<file path="src/rtl/blr_pkg.sv">
`timescale 1ns / 1ps

package blr_pkg;

  localparam int COORD_BITS  = 12;
  localparam int POS_BITS    = COORD_BITS + 1;
  localparam int STR_BITS    = COORD_BITS + 2;
  localparam int DIAG_BITS   = COORD_BITS + 3;
  localparam int ERR_BITS    = COORD_BITS + 4;
  localparam int SIDE_BITS   = 8;
  localparam int INC_BITS    = 8;
  localparam int COLOUR_BITS = 32;
  localparam int CFG_IDX_BITS  = 1;
  localparam int CFG_DATA_BITS = 8;

  localparam int IN_DATA_BITS  = 4 * COORD_BITS + COLOUR_BITS;
  localparam int IN_TDATA_BITS = ((IN_DATA_BITS + 7) / 8) * 8;
  localparam int OUT_DATA_BITS  = 2 * COORD_BITS + 2 * SIDE_BITS + COLOUR_BITS;
  localparam int OUT_TDATA_BITS = ((OUT_DATA_BITS + 7) / 8) * 8;

  typedef enum logic {
    OP_LOAD = 1'b0,
    OP_STEP = 1'b1
  } op_e;

  typedef enum logic [CFG_IDX_BITS-1:0] {
    CFG_BLOCK_SIDE = 1'b0,
    CFG_STEP_INC   = 1'b1
  } cfg_idx_e;

  typedef struct packed {
    op_e                    op;
    logic [COORD_BITS-1:0]  start_x;
    logic [COORD_BITS-1:0]  start_y;
    logic [COORD_BITS-1:0]  end_x;
    logic [COORD_BITS-1:0]  end_y;
    logic [COLOUR_BITS-1:0] colour;
  } item_t;

  typedef struct packed {
    logic [COORD_BITS-1:0]  block_x;
    logic [COORD_BITS-1:0]  block_y;
    logic [SIDE_BITS-1:0]   block_width;
    logic [SIDE_BITS-1:0]   block_height;
    logic [COLOUR_BITS-1:0] block_colour;
    logic                   last_block;
  } result_t;

endpackage

</file>
<file path="src/rtl/blr_in_reg.sv">
`timescale 1ns / 1ps

module blr_in_reg (
  input  logic            clk_i,
  input  logic            rst_ni,
  input  logic            valid_i,
  output logic            ready_o,
  input  blr_pkg::item_t  item_i,
  output logic            valid_o,
  input  logic            pop_i,
  output blr_pkg::item_t  item_o
);
  import blr_pkg::*;

  logic  valid_q;
  item_t item_q;

  assign ready_o = !valid_q || pop_i;
  assign valid_o = valid_q;
  assign item_o  = item_q;

  always_ff @(posedge clk_i or negedge rst_ni) begin
    if (!rst_ni) begin
      valid_q <= 1'b0;
    end else if (ready_o) begin
      valid_q <= valid_i;
    end
  end

  always_ff @(posedge clk_i) begin
    if (ready_o && valid_i) begin
      item_q <= item_i;
    end
  end

endmodule

</file>
<file path="src/rtl/blr_stepper.sv">
`timescale 1ns / 1ps

module blr_stepper (
  input  logic                              clk_i,
  input  logic                              rst_ni,
  input  logic                              cfg_we_i,
  input  logic [blr_pkg::CFG_IDX_BITS-1:0]  cfg_idx_i,
  input  logic [blr_pkg::CFG_DATA_BITS-1:0] cfg_data_i,
  input  blr_pkg::item_t                    item_i,
  input  logic                              adv_i,
  output logic                              res_valid_o,
  output blr_pkg::result_t                  res_o
);
  import blr_pkg::*;

  function automatic logic [COORD_BITS-1:0] abs_diff(input logic [COORD_BITS-1:0] a,
                                                     input logic [COORD_BITS-1:0] b);
    abs_diff = (a > b) ? a - b : b - a;
  endfunction

  // Saturate at the all-ones position.
  function automatic logic [POS_BITS-1:0] sat_add(input logic [POS_BITS-1:0] a,
                                                  input logic [INC_BITS-1:0] b);
    logic [POS_BITS:0] s;
    s = {1'b0, a} + (POS_BITS + 1)'(b);
    sat_add = s[POS_BITS] ? {POS_BITS{1'b1}} : s[POS_BITS-1:0];
  endfunction

  function automatic logic [SIDE_BITS-1:0] clip_len(input logic [POS_BITS-1:0]   pos,
                                                    input logic [COORD_BITS-1:0] tgt,
                                                    input logic [SIDE_BITS-1:0]  side);
    logic [POS_BITS-1:0] room;
    room = (POS_BITS'(tgt) > pos) ? POS_BITS'(tgt) - pos : '0;
    clip_len = (room < POS_BITS'(side)) ? room[SIDE_BITS-1:0] : side;
  endfunction

  logic [SIDE_BITS-1:0]   side_q;
  logic [INC_BITS-1:0]    inc_q;
  logic [POS_BITS-1:0]    pos_x_q, pos_y_q;
  logic [COORD_BITS-1:0]  tgt_x_q, tgt_y_q;
  logic signed [ERR_BITS-1:0]  err_q;
  logic [STR_BITS-1:0]         str_q;
  logic signed [DIAG_BITS-1:0] diag_q;
  logic                   x_major_q;
  logic                   active_q;
  logic [COLOUR_BITS-1:0] colour_q;

  // load path
  logic [COORD_BITS-1:0]       dx, dy, minor_d, major_d;
  logic                        ld_x_major;
  logic signed [ERR_BITS-1:0]  ld_err;
  logic [STR_BITS-1:0]         ld_str;
  logic signed [DIAG_BITS-1:0] ld_diag;
  logic [POS_BITS-1:0]         ld_pos_x, ld_pos_y;
  logic                        ld_active;

  // step path
  logic                        move_minor;
  logic signed [ERR_BITS-1:0]  st_err;
  logic [POS_BITS-1:0]         st_pos_x, st_pos_y;
  logic                        st_cond;
  logic                        st_last;

  always_comb begin
    dx         = abs_diff(item_i.end_x, item_i.start_x);
    dy         = abs_diff(item_i.end_y, item_i.start_y);
    ld_x_major = dy < dx;
    minor_d    = ld_x_major ? dy : dx;
    major_d    = ld_x_major ? dx : dy;
    ld_err     = ERR_BITS'({minor_d, 1'b0}) - ERR_BITS'(major_d);
    ld_str     = STR_BITS'({minor_d, 1'b0});
    ld_diag    = DIAG_BITS'({minor_d, 1'b0}) - DIAG_BITS'({major_d, 1'b0});
    ld_pos_x   = POS_BITS'(item_i.start_x);
    ld_pos_y   = POS_BITS'(item_i.start_y);
    ld_active  = ld_x_major ? (ld_pos_x < POS_BITS'(item_i.end_x))
                            : (ld_pos_y < POS_BITS'(item_i.end_y));
  end

  always_comb begin
    move_minor = !err_q[ERR_BITS-1];
    st_err     = move_minor ? err_q + ERR_BITS'(diag_q) : err_q + ERR_BITS'(str_q);
    st_pos_x   = (x_major_q || move_minor) ? sat_add(pos_x_q, inc_q) : pos_x_q;
    st_pos_y   = (!x_major_q || move_minor) ? sat_add(pos_y_q, inc_q) : pos_y_q;
    st_cond    = x_major_q ? (st_pos_x < POS_BITS'(tgt_x_q))
                           : (st_pos_y < POS_BITS'(tgt_y_q));
    st_last    = (inc_q == '0) || !st_cond;
  end

  assign res_valid_o        = (item_i.op == OP_STEP) && active_q;
  assign res_o.block_x      = pos_x_q[COORD_BITS-1:0];
  assign res_o.block_y      = pos_y_q[COORD_BITS-1:0];
  assign res_o.block_width  = clip_len(pos_x_q, tgt_x_q, side_q);
  assign res_o.block_height = clip_len(pos_y_q, tgt_y_q, side_q);
  assign res_o.block_colour = colour_q;
  assign res_o.last_block   = st_last;

  always_ff @(posedge clk_i or negedge rst_ni) begin
    if (!rst_ni) begin
      side_q <= SIDE_BITS'(1);
      inc_q  <= INC_BITS'(1);
    end else if (cfg_we_i) begin
      unique case (cfg_idx_i)
        CFG_BLOCK_SIDE: side_q <= cfg_data_i[SIDE_BITS-1:0];
        CFG_STEP_INC:   inc_q  <= cfg_data_i[INC_BITS-1:0];
        default: ;
      endcase
    end
  end

  always_ff @(posedge clk_i or negedge rst_ni) begin
    if (!rst_ni) begin
      pos_x_q   <= '0;
      pos_y_q   <= '0;
      tgt_x_q   <= '0;
      tgt_y_q   <= '0;
      err_q     <= '0;
      str_q     <= '0;
      diag_q    <= '0;
      x_major_q <= 1'b0;
      active_q  <= 1'b0;
      colour_q  <= '0;
    end else if (adv_i) begin
      if (item_i.op == OP_LOAD) begin
        pos_x_q   <= ld_pos_x;
        pos_y_q   <= ld_pos_y;
        tgt_x_q   <= item_i.end_x;
        tgt_y_q   <= item_i.end_y;
        err_q     <= ld_err;
        str_q     <= ld_str;
        diag_q    <= ld_diag;
        x_major_q <= ld_x_major;
        active_q  <= ld_active;
        colour_q  <= item_i.colour;
      end else if (active_q) begin
        pos_x_q  <= st_pos_x;
        pos_y_q  <= st_pos_y;
        err_q    <= st_err;
        active_q <= !st_last;
      end
    end
  end

endmodule

</file>
<file path="src/rtl/blr_out_reg.sv">
`timescale 1ns / 1ps

module blr_out_reg (
  input  logic              clk_i,
  input  logic              rst_ni,
  input  logic              load_i,
  input  blr_pkg::result_t  res_i,
  output logic              ready_o,
  output logic              valid_o,
  input  logic              take_i,
  output blr_pkg::result_t  res_o
);
  import blr_pkg::*;

  logic    valid_q;
  result_t res_q;

  assign ready_o = !valid_q || take_i;
  assign valid_o = valid_q;
  assign res_o   = res_q;

  always_ff @(posedge clk_i or negedge rst_ni) begin
    if (!rst_ni) begin
      valid_q <= 1'b0;
    end else if (load_i) begin
      valid_q <= 1'b1;
    end else if (take_i) begin
      valid_q <= 1'b0;
    end
  end

  always_ff @(posedge clk_i) begin
    if (load_i) begin
      res_q <= res_i;
    end
  end

endmodule

</file>
<file path="src/rtl/block_line_rasterizer.sv">
`timescale 1ns / 1ps

// Bresenham line stepper that emits square blocks. Send a load transaction
// (tuser = 0) with start, end and colour, then one step transaction
// (tuser = 1) per block; each step of an active line returns one block with
// its origin, clipped width and height, colour, and tlast on the final block.
// Loads and steps on an idle line return nothing. Positions only increase.
// One transaction is taken per cycle while the output side does not stall;
// a step is held in the input register, and the stepper update writes its
// result into the output register, which presents it on the master side.
// The rate is set by the stepper update of the position and error registers.
// Write block_side and step_increment only while no line is in flight.

module block_line_rasterizer (
  input  logic                               clk_i,
  input  logic                               rst_ni,
  input  logic                               cfg_we_i,
  input  logic [blr_pkg::CFG_IDX_BITS-1:0]   cfg_idx_i,
  input  logic [blr_pkg::CFG_DATA_BITS-1:0]  cfg_data_i,
  input  logic                               s_axis_tvalid_i,
  output logic                               s_axis_tready_o,
  // start_x, start_y, end_x, end_y, paint_colour
  input  logic [blr_pkg::IN_TDATA_BITS-1:0]  s_axis_tdata_i,
  // operation
  input  logic                               s_axis_tuser_i,
  output logic                               m_axis_tvalid_o,
  input  logic                               m_axis_tready_i,
  // block_x, block_y, block_width, block_height, block_colour
  output logic [blr_pkg::OUT_TDATA_BITS-1:0] m_axis_tdata_o,
  output logic                               m_axis_tlast_o
);
  import blr_pkg::*;

  item_t   s_item, in_item;
  logic    in_valid, adv;
  logic    res_valid, out_ready;
  result_t res, out_res;

  assign s_item.op      = op_e'(s_axis_tuser_i);
  assign s_item.start_x = s_axis_tdata_i[COORD_BITS-1:0];
  assign s_item.start_y = s_axis_tdata_i[2*COORD_BITS-1:COORD_BITS];
  assign s_item.end_x   = s_axis_tdata_i[3*COORD_BITS-1:2*COORD_BITS];
  assign s_item.end_y   = s_axis_tdata_i[4*COORD_BITS-1:3*COORD_BITS];
  assign s_item.colour  = s_axis_tdata_i[4*COORD_BITS+COLOUR_BITS-1:4*COORD_BITS];

  // Items that yield no block never wait on the output side.
  assign adv = in_valid && (!res_valid || out_ready);

  blr_in_reg u_in_reg (
    .clk_i   (clk_i),
    .rst_ni  (rst_ni),
    .valid_i (s_axis_tvalid_i),
    .ready_o (s_axis_tready_o),
    .item_i  (s_item),
    .valid_o (in_valid),
    .pop_i   (adv),
    .item_o  (in_item)
  );

  blr_stepper u_stepper (
    .clk_i       (clk_i),
    .rst_ni      (rst_ni),
    .cfg_we_i    (cfg_we_i),
    .cfg_idx_i   (cfg_idx_i),
    .cfg_data_i  (cfg_data_i),
    .item_i      (in_item),
    .adv_i       (adv),
    .res_valid_o (res_valid),
    .res_o       (res)
  );

  blr_out_reg u_out_reg (
    .clk_i   (clk_i),
    .rst_ni  (rst_ni),
    .load_i  (adv && res_valid),
    .res_i   (res),
    .ready_o (out_ready),
    .valid_o (m_axis_tvalid_o),
    .take_i  (m_axis_tready_i),
    .res_o   (out_res)
  );

  assign m_axis_tdata_o = OUT_TDATA_BITS'({out_res.block_colour, out_res.block_height,
                                           out_res.block_width, out_res.block_y,
                                           out_res.block_x});
  assign m_axis_tlast_o = out_res.last_block;

endmodule

</file>
<file path="config.mk">
export PLATFORM = sky130hd
export DESIGN_NAME = block_line_rasterizer
export DESIGN_NICKNAME = d
export VERILOG_FILES = /design/src/rtl/blr_pkg.sv /design/src/rtl/blr_in_reg.sv /design/src/rtl/blr_stepper.sv /design/src/rtl/blr_out_reg.sv /design/src/rtl/block_line_rasterizer.sv
export SDC_FILE = /design/constraint.sdc
export NUM_CORES = 1
export LEC_CHECK = 0
export BUFFER_PORTS_ARGS = -buffer_cell sky130_fd_sc_hd__buf_2
export CORE_ASPECT_RATIO = 2
export CORE_UTILIZATION = 35
export DETAILED_ROUTE_END_ITERATION = 6
export PLACE_DENSITY = 0.58
export SYNTH_ARGS = -nofsm -noshare
export SYNTH_HDL_FRONTEND = slang
export SYNTH_SLANG_ARGS = --single-unit
</file>
<file path="constraint.sdc">
create_clock -name clk_i -period 10.25 [get_ports clk_i]
set_input_delay 2.05 -clock clk_i [delete_from_list [all_inputs] [get_ports clk_i]]
set_output_delay 2.05 -clock clk_i [all_outputs]
set_load 0.02 [all_outputs]
</file>
# Yosys cells after proc, flatten, opt, wreduce, memory -nomap -nowiden
# Index checks and enable logic that the tools add are counted.
# op_classes
bitwise	2
mux	25
eq_ne	1
reduce_logical	23
n_lt_le_gt_ge	11
add_sub_neg	12
# ops
cell	count
$mux W13	10
$mux W12	4
$mux W16	3
$sub A12 B12 Y12	4
$lt A12 B12 Y1	3
$add A13 B8 Y14	2
$gt A12 B13 Y1	2
$lt A13 B12 Y1	2
$lt A13 B8 Y1	2
$sub A12 B13 Y13	2
$gt A12 B12 Y1	2
$add A16 B13 Y16	1
$add A16 B16 Y16	1
$mux W8	2
$sub A13 B12 Y14	1
$sub A13 B13 Y14	1
$logic_not A8 Y1	1
$reduce_and A2 Y1	4
$logic_not A1 Y1	7
$logic_or A1 B1 Y1	6
$mux W1	6
$logic_and A1 B1 Y1	4
$ne A2 B1 Y1 const B	1
$not A1 Y1	2
$reduce_bool A2 Y1	1
# word_totals
in_bits	95
elab_cells	100
output_inout_bits	75
ff_bits	299

# Logic depth before layout (Yosys ltp)
# logic_depth
ltp_word	10
ltp_mapped	37
mapped_depth_nobuf	33

# Cells and area by module
# A second synthesis with hierarchy kept.
# hier_totals
hier_cells	1859
area_unflattened_um2	18311.3
# modules_own_cells
mod	cells_each	area_each_um2	seq_area_each_um2	instances
blr_stepper	1695	13566.8	3505.9	1
blr_in_reg	85	2486.1	2457.4	1
blr_out_reg	76	2239.6	2217.1	1
block_line_rasterizer	3	18.8	0.0	1

# Worst setup path after synthesis
# OpenSTA, ideal clock, no wires.
# synth_timing
kind	reg-to-reg
from	register u_in_reg.item_q (netlist bit u_in_reg.item_o[44])
to	register u_stepper.err_q[12]
path_slack_ps	3066
required_time_ps	10109
setup_ps	141
period_less_slack_ps	7184
path_buffers	4
arrival_time_ps	7043
path_stages_with_launch	38
path_cell_list	edfxtp_1 inv_1 ha_1 inv_1 fa_1 nand3_1 a211oi_4 a2111o_1 nand2_1 mux2_2 a31oi_2 o21ai_1 a221oi_2 xnor2_1 inv_2 ha_1 nand4_1 a21oi_1 (+2 left out) clkbuf_1 clkbuf_1 clkbuf_1 clkbuf_1 nand3_1 nand2_1 inv_1 fa_1 inv_1 a21o_1 a21oi_1 a22oi_1 a21oi_1 o21bai_1 a31oi_1 o21ai_1 xnor2_1 o221ai_1
# synth_between
elab_chain_cells	6
elab_cells_between_ends	9
classes_between	add/sub (3); order compare (2); mux (4)
# synth_rtl
element	line_no	text
from (decl)	blr_in_reg.sv:16	item_t item_q;
from (signal assigned)	blr_in_reg.sv:32	item_q <= item_i;
$sub A12 B12 Y12 / $gt A12 B12 Y1 (equally long branches)	blr_stepper.sv:18	abs_diff = (a > b) ? a - b : b - a;
$mux W12 (*)	blr_stepper.sv:18	
$lt A12 B12 Y1	blr_stepper.sv:67	ld_x_major = dy < dx;
$mux W12 (on tied branches)	blr_stepper.sv:68, blr_stepper.sv:69	
$sub A13 B12 Y14 (*)	blr_stepper.sv:70	ld_err = ERR_BITS'({minor_d, 1'b0}) - ERR_BITS'(major_d);
$mux W16 (*)	blr_stepper.sv:123	if (item_i.op == OP_LOAD) begin
to (signal assigned)	blr_stepper.sv:128	err_q <= ld_err;
to (signal assigned)	blr_stepper.sv:137	err_q <= st_err;
to (decl)	blr_stepper.sv:41	logic signed [ERR_BITS-1:0] err_q;
# Mark *: on every way between the ends. The rest lies on a longest branch, timed or not.
# A chain may end at the register's enable or synchronous reset.

# Worst setup path after layout
# layout_timing
from	register u_in_reg.item_q (netlist bit u_in_reg.item_o[32])
to	register u_stepper.err_q[14]
# layout_between
elab_chain_cells	6
elab_cells_between_ends	9
classes_between	add/sub (3); order compare (2); mux (4)
# layout_rtl
element	line_no	text
$sub A12 B12 Y12 / $gt A12 B12 Y1 (equally long branches)	blr_stepper.sv:18	
$mux W12 (*)	blr_stepper.sv:18	
$lt A12 B12 Y1	blr_stepper.sv:67	
$mux W12 (*)	blr_stepper.sv:68	minor_d = ld_x_major ? dy : dx;
net u_stepper.minor_d[0]	blr_stepper.sv:49	logic [COORD_BITS-1:0] dx, dy, minor_d, major_d;
$sub A13 B12 Y14 (*)	blr_stepper.sv:70	
$mux W16 (*)	blr_stepper.sv:123	
# Mark *: on every way through the listed nets, which the timed path passes. The rest lies on a longest branch.

==> impl_metrics.ini <==
[synth]
syn_nets = 2129
async_flop_share = 0.480
synth_area_per_cell_um2 = 9.81
syn_inst = 1867
synth_edf_count = 154
synth-seq-cells = 296
yosysMostFrequentCell = nand2_1
yosysWarnings = 0
synth_area_mm2 = 0.0183
synth_ff_type = edfxtp_1
ys_seq_area_frac = 0.447
yosys.area.top_type = edfxtp_1
yosys-top-cells-count = nand2_1, inv_1, ha_1
yosys-top-cells-area = edfxtp_1, dfrtp_1, ha_1
synth_top_area_share = 0.253
synth_cell_types = 90

[placement]
io_buffers = 169
place_congestion = 0.965
dpl_cell_area_mm2 = 0.0198
dp_hpwl_um = 43600

[floorplanning]
dieArea_mm2 = 0.0533
top_level_ports = 170
chipWidth_um = 164
initial_core_util = 0.354
rows = 118
core-area_mm2 = 0.0517
die_h_um = 325

[outcome]
outcome = completed

[setup_path]
critPathArrivalTime_ps = 8280
slowest_delay_ps = 620
crit_fanout = 23
path_class = register to register
r2r_end = u_stepper.err_q[14]$_DFFE_PN0P_
critical_path_required_ps = 10700
cp-startpoint = u_in_reg.item_o[32]$_DFFE_PP_
start_kind = register
r2r-start = u_in_reg.item_o[32]$_DFFE_PP_
cp-end-kind = register
worstSetupEndpoint = u_stepper.err_q[14]$_DFFE_PN0P_
cp.depth = 30
path_delay_family = compound AO/OA/AOI/OAI gates
worst-path-buf-inv = 4
rrSetupSlack_ps = 2430
cp_slowest_cell = xnor2_1
r2r_cells = 30

[cts]
path_clk_slew_ps = 70
clk_latency_ps = 600
post_cts_resize_count = 0
clockRootBuffer = clkbuf_16
cts_max_level = 1
cts_buffer_depth = 3
cts_tree = built
cts_hold_buf = 0
cts_buffers = 30
cts.sinks = 296
cts_setup_buffers = 0

[final_layout]
num-fill-cells = 5176
nets = 2287
diodes = 0
area_growth_pct = 13.9
finalInstanceArea_mm2 = 0.0209
drive_gt1_frac = 0.157

[detailed_routing]
dr.pass1.iters = 5
via_per_inst = 5.26
wl_um = 55600
drc = 0
antenna_left = 0
wl_per_cell_um = 20.5
num_vias = 14251
detail_route.iter0.violations = 627

[sta]
slew_headroom = 0.214
finalCritPeriodShare = 0.763
skew_ps = 15.1
tightest_slew_ps = 1180
finalMaxSlewViolations = 0
setup_tns_ps = 0
period_needed_ps = 7820
setup_violations = 0
clock.fmax_ghz = 0.128
rsz0062_at_grt = no
hold_viol = 0

[global_route]
grt_pass1_vias = 14964
grt_overflow = 0
antenna_found_initial = 1
grtUsageTotal = 0.212
grt_max_degree = 60
grt_pass1_wl_um = 84600

[job]
cap_violations = 0

[power]
seqPwrFrac = 0.272
p_comb_frac = 0.549
power_density_mw_per_mm2 = 308
intPower_mw = 3.62
clkPwrFrac = 0.179
swShare = 0.437
p_leak_nw = 9.46
p_sw_mw = 2.81
power_mw = 6.43
vdd_ir_drop_max_v = 0.000157

[hold_path]
hold_path_class = register to register
[flip-flops by register name (all words and copies together) (netlist names)]
register             flops
u_stepper.side_q         8
u_stepper.colour_q      32
u_stepper.pos_y_q       13
u_in_reg.item_o         81
u_stepper.x_major_q      1
u_stepper.str_q         12
u_stepper.tgt_x_q       12
u_in_reg.valid_o         1
u_stepper.pos_x_q       13
u_out_reg.valid_o        1
u_stepper.active_q       1
u_out_reg.res_o         73
u_stepper.inc_q          8
u_stepper.err_q         15
u_stepper.diag_q        13
u_stepper.tgt_y_q       12
[cell families after synthesis]
logic type / count (synthesis) / share of synthesized area
buf+inv: 236 / 0.0508
xor+xnor: 64 / 0.0318
mux: 78 / 0.0457
simple gates: 557 / 0.140
compound gates: 469 / 0.167
fa+ha+maj: 167 / 0.118
flops: 296 / 0.447
[layout make-up]
type / instances / area [µm²] / share of cell area
clock buffers: 35 / 811 / 0.0389
clock inverters: 21 / 206 / 0.00989
inverters: 180 / 677 / 0.0324
multi-input cells: 1335 / 9220 / 0.442
flip-flops and latches: 296 / 8180 / 0.392
well taps: 660 / 826 / 0.0396
repair buffers: 182 / 950 / 0.0455
[worst min-delay path by stage]
| stage | from | endpoint | slack, ps | cells past startpoint |
|---|---|---|---|---|
| 6_report | u_in_reg.item_o[7]$_DFFE_PP_ | u_stepper.colour_q[7]$_DFFE_PN0P_ | 440 | 2 |
| 5_1_grt | u_in_reg.item_o[8]$_DFFE_PP_ | u_stepper.colour_q[8]$_DFFE_PN0P_ | 450 | 2 |
| 4_1_cts | u_in_reg.item_o[7]$_DFFE_PP_ | u_stepper.colour_q[7]$_DFFE_PN0P_ | 440 | 2 |
| 3_5_place_dp | u_in_reg.item_o[21]$_DFFE_PP_ | u_stepper.colour_q[21]$_DFFE_PN0P_ | 420 | 2 |
| 3_3_place_gp | u_in_reg.item_o[31]$_DFFE_PP_ | u_stepper.colour_q[31]$_DFFE_PN0P_ | 420 | 2 |
| 2_1_floorplan | u_in_reg.item_o[0]$_DFFE_PP_ | u_stepper.colour_q[0]$_DFFE_PN0P_ | 410 | 2 |
[cells in the final DEF, fill, tap and decap left out, types with 11 or more instances in the layout]
| cell type | synthesis | final |
|---|---|---|
| a211oi_1 | 12 | 12 |
| a21boi_0 | 11 | 11 |
| a21o_1 | 42 | 41 |
| a21oi_1 | 113 | 113 |
| and2_1 | 16 | 15 |
| and3_1 | 11 | 11 |
| buf_2 | 6 | 168 |
| buf_4 | 0 | 13 |
| clkbuf_16 | 0 | 31 |
| dfrtp_1 | 140 | 140 |
| edfxtp_1 | 154 | 154 |
| ha_1 | 157 | 157 |
| inv_1 | 174 | 173 |
| mux2_2 | 38 | 38 |
| mux2i_1 | 38 | 38 |
| nand2_1 | 278 | 277 |
| nand2b_1 | 22 | 22 |
| nand3_1 | 23 | 23 |
| nand4_1 | 20 | 20 |
| nor2_1 | 92 | 91 |
| nor2b_1 | 25 | 25 |
| nor3_1 | 28 | 28 |
| o21a_1 | 22 | 22 |
| o21ai_0 | 144 | 144 |
| xnor2_1 | 45 | 45 |
| xor2_1 | 16 | 16 |
[per-layer routing]
metal  vias up  GRT usage  part of all wire
li1       6900          -                 -
met1      6829      0.194              0.33
met2       359      0.414              0.56
met3       161     0.0230             0.034
met4         2      0.159             0.081
met5         -          0           0.00023
[worst register-to-register path: cells and delay by family, from the launching register on]
family	cells	cell delay (ps)
DFF	1	420
buffers and inverters	4	620
and+or+nand+nor	6	940
adders and majority gates	4	1260
AOI/OAI and AO/OA	15	3790
xor gates and xnor gates	1	620
[power groups by stage]
stage | Clock, mW | Combinational, mW | Sequential, mW
floorplan | 0 | 2.55 | 1.75
global placement | 0 | 3.46 | 1.76
detailed placement | 0 | 3.50 | 1.77
CTS | 1.19 | 3.52 | 1.75
global route | 1.23 | 3.90 | 1.78
finish | 1.15 | 3.53 | 1.75
[per-stage QoR]
stage               instances  hold slack (ps)  setup slack [ps]   util
floorplan                1867              415              3070      -
global placement         2653              420              2730  0.384
detailed placement       2653              424              2510  0.384
CTS                      2709              441              2500  0.404
global route             2709              452              1720  0.404
finish                   2709              437              2430  0.404
(Power assumes the default switching activity.)
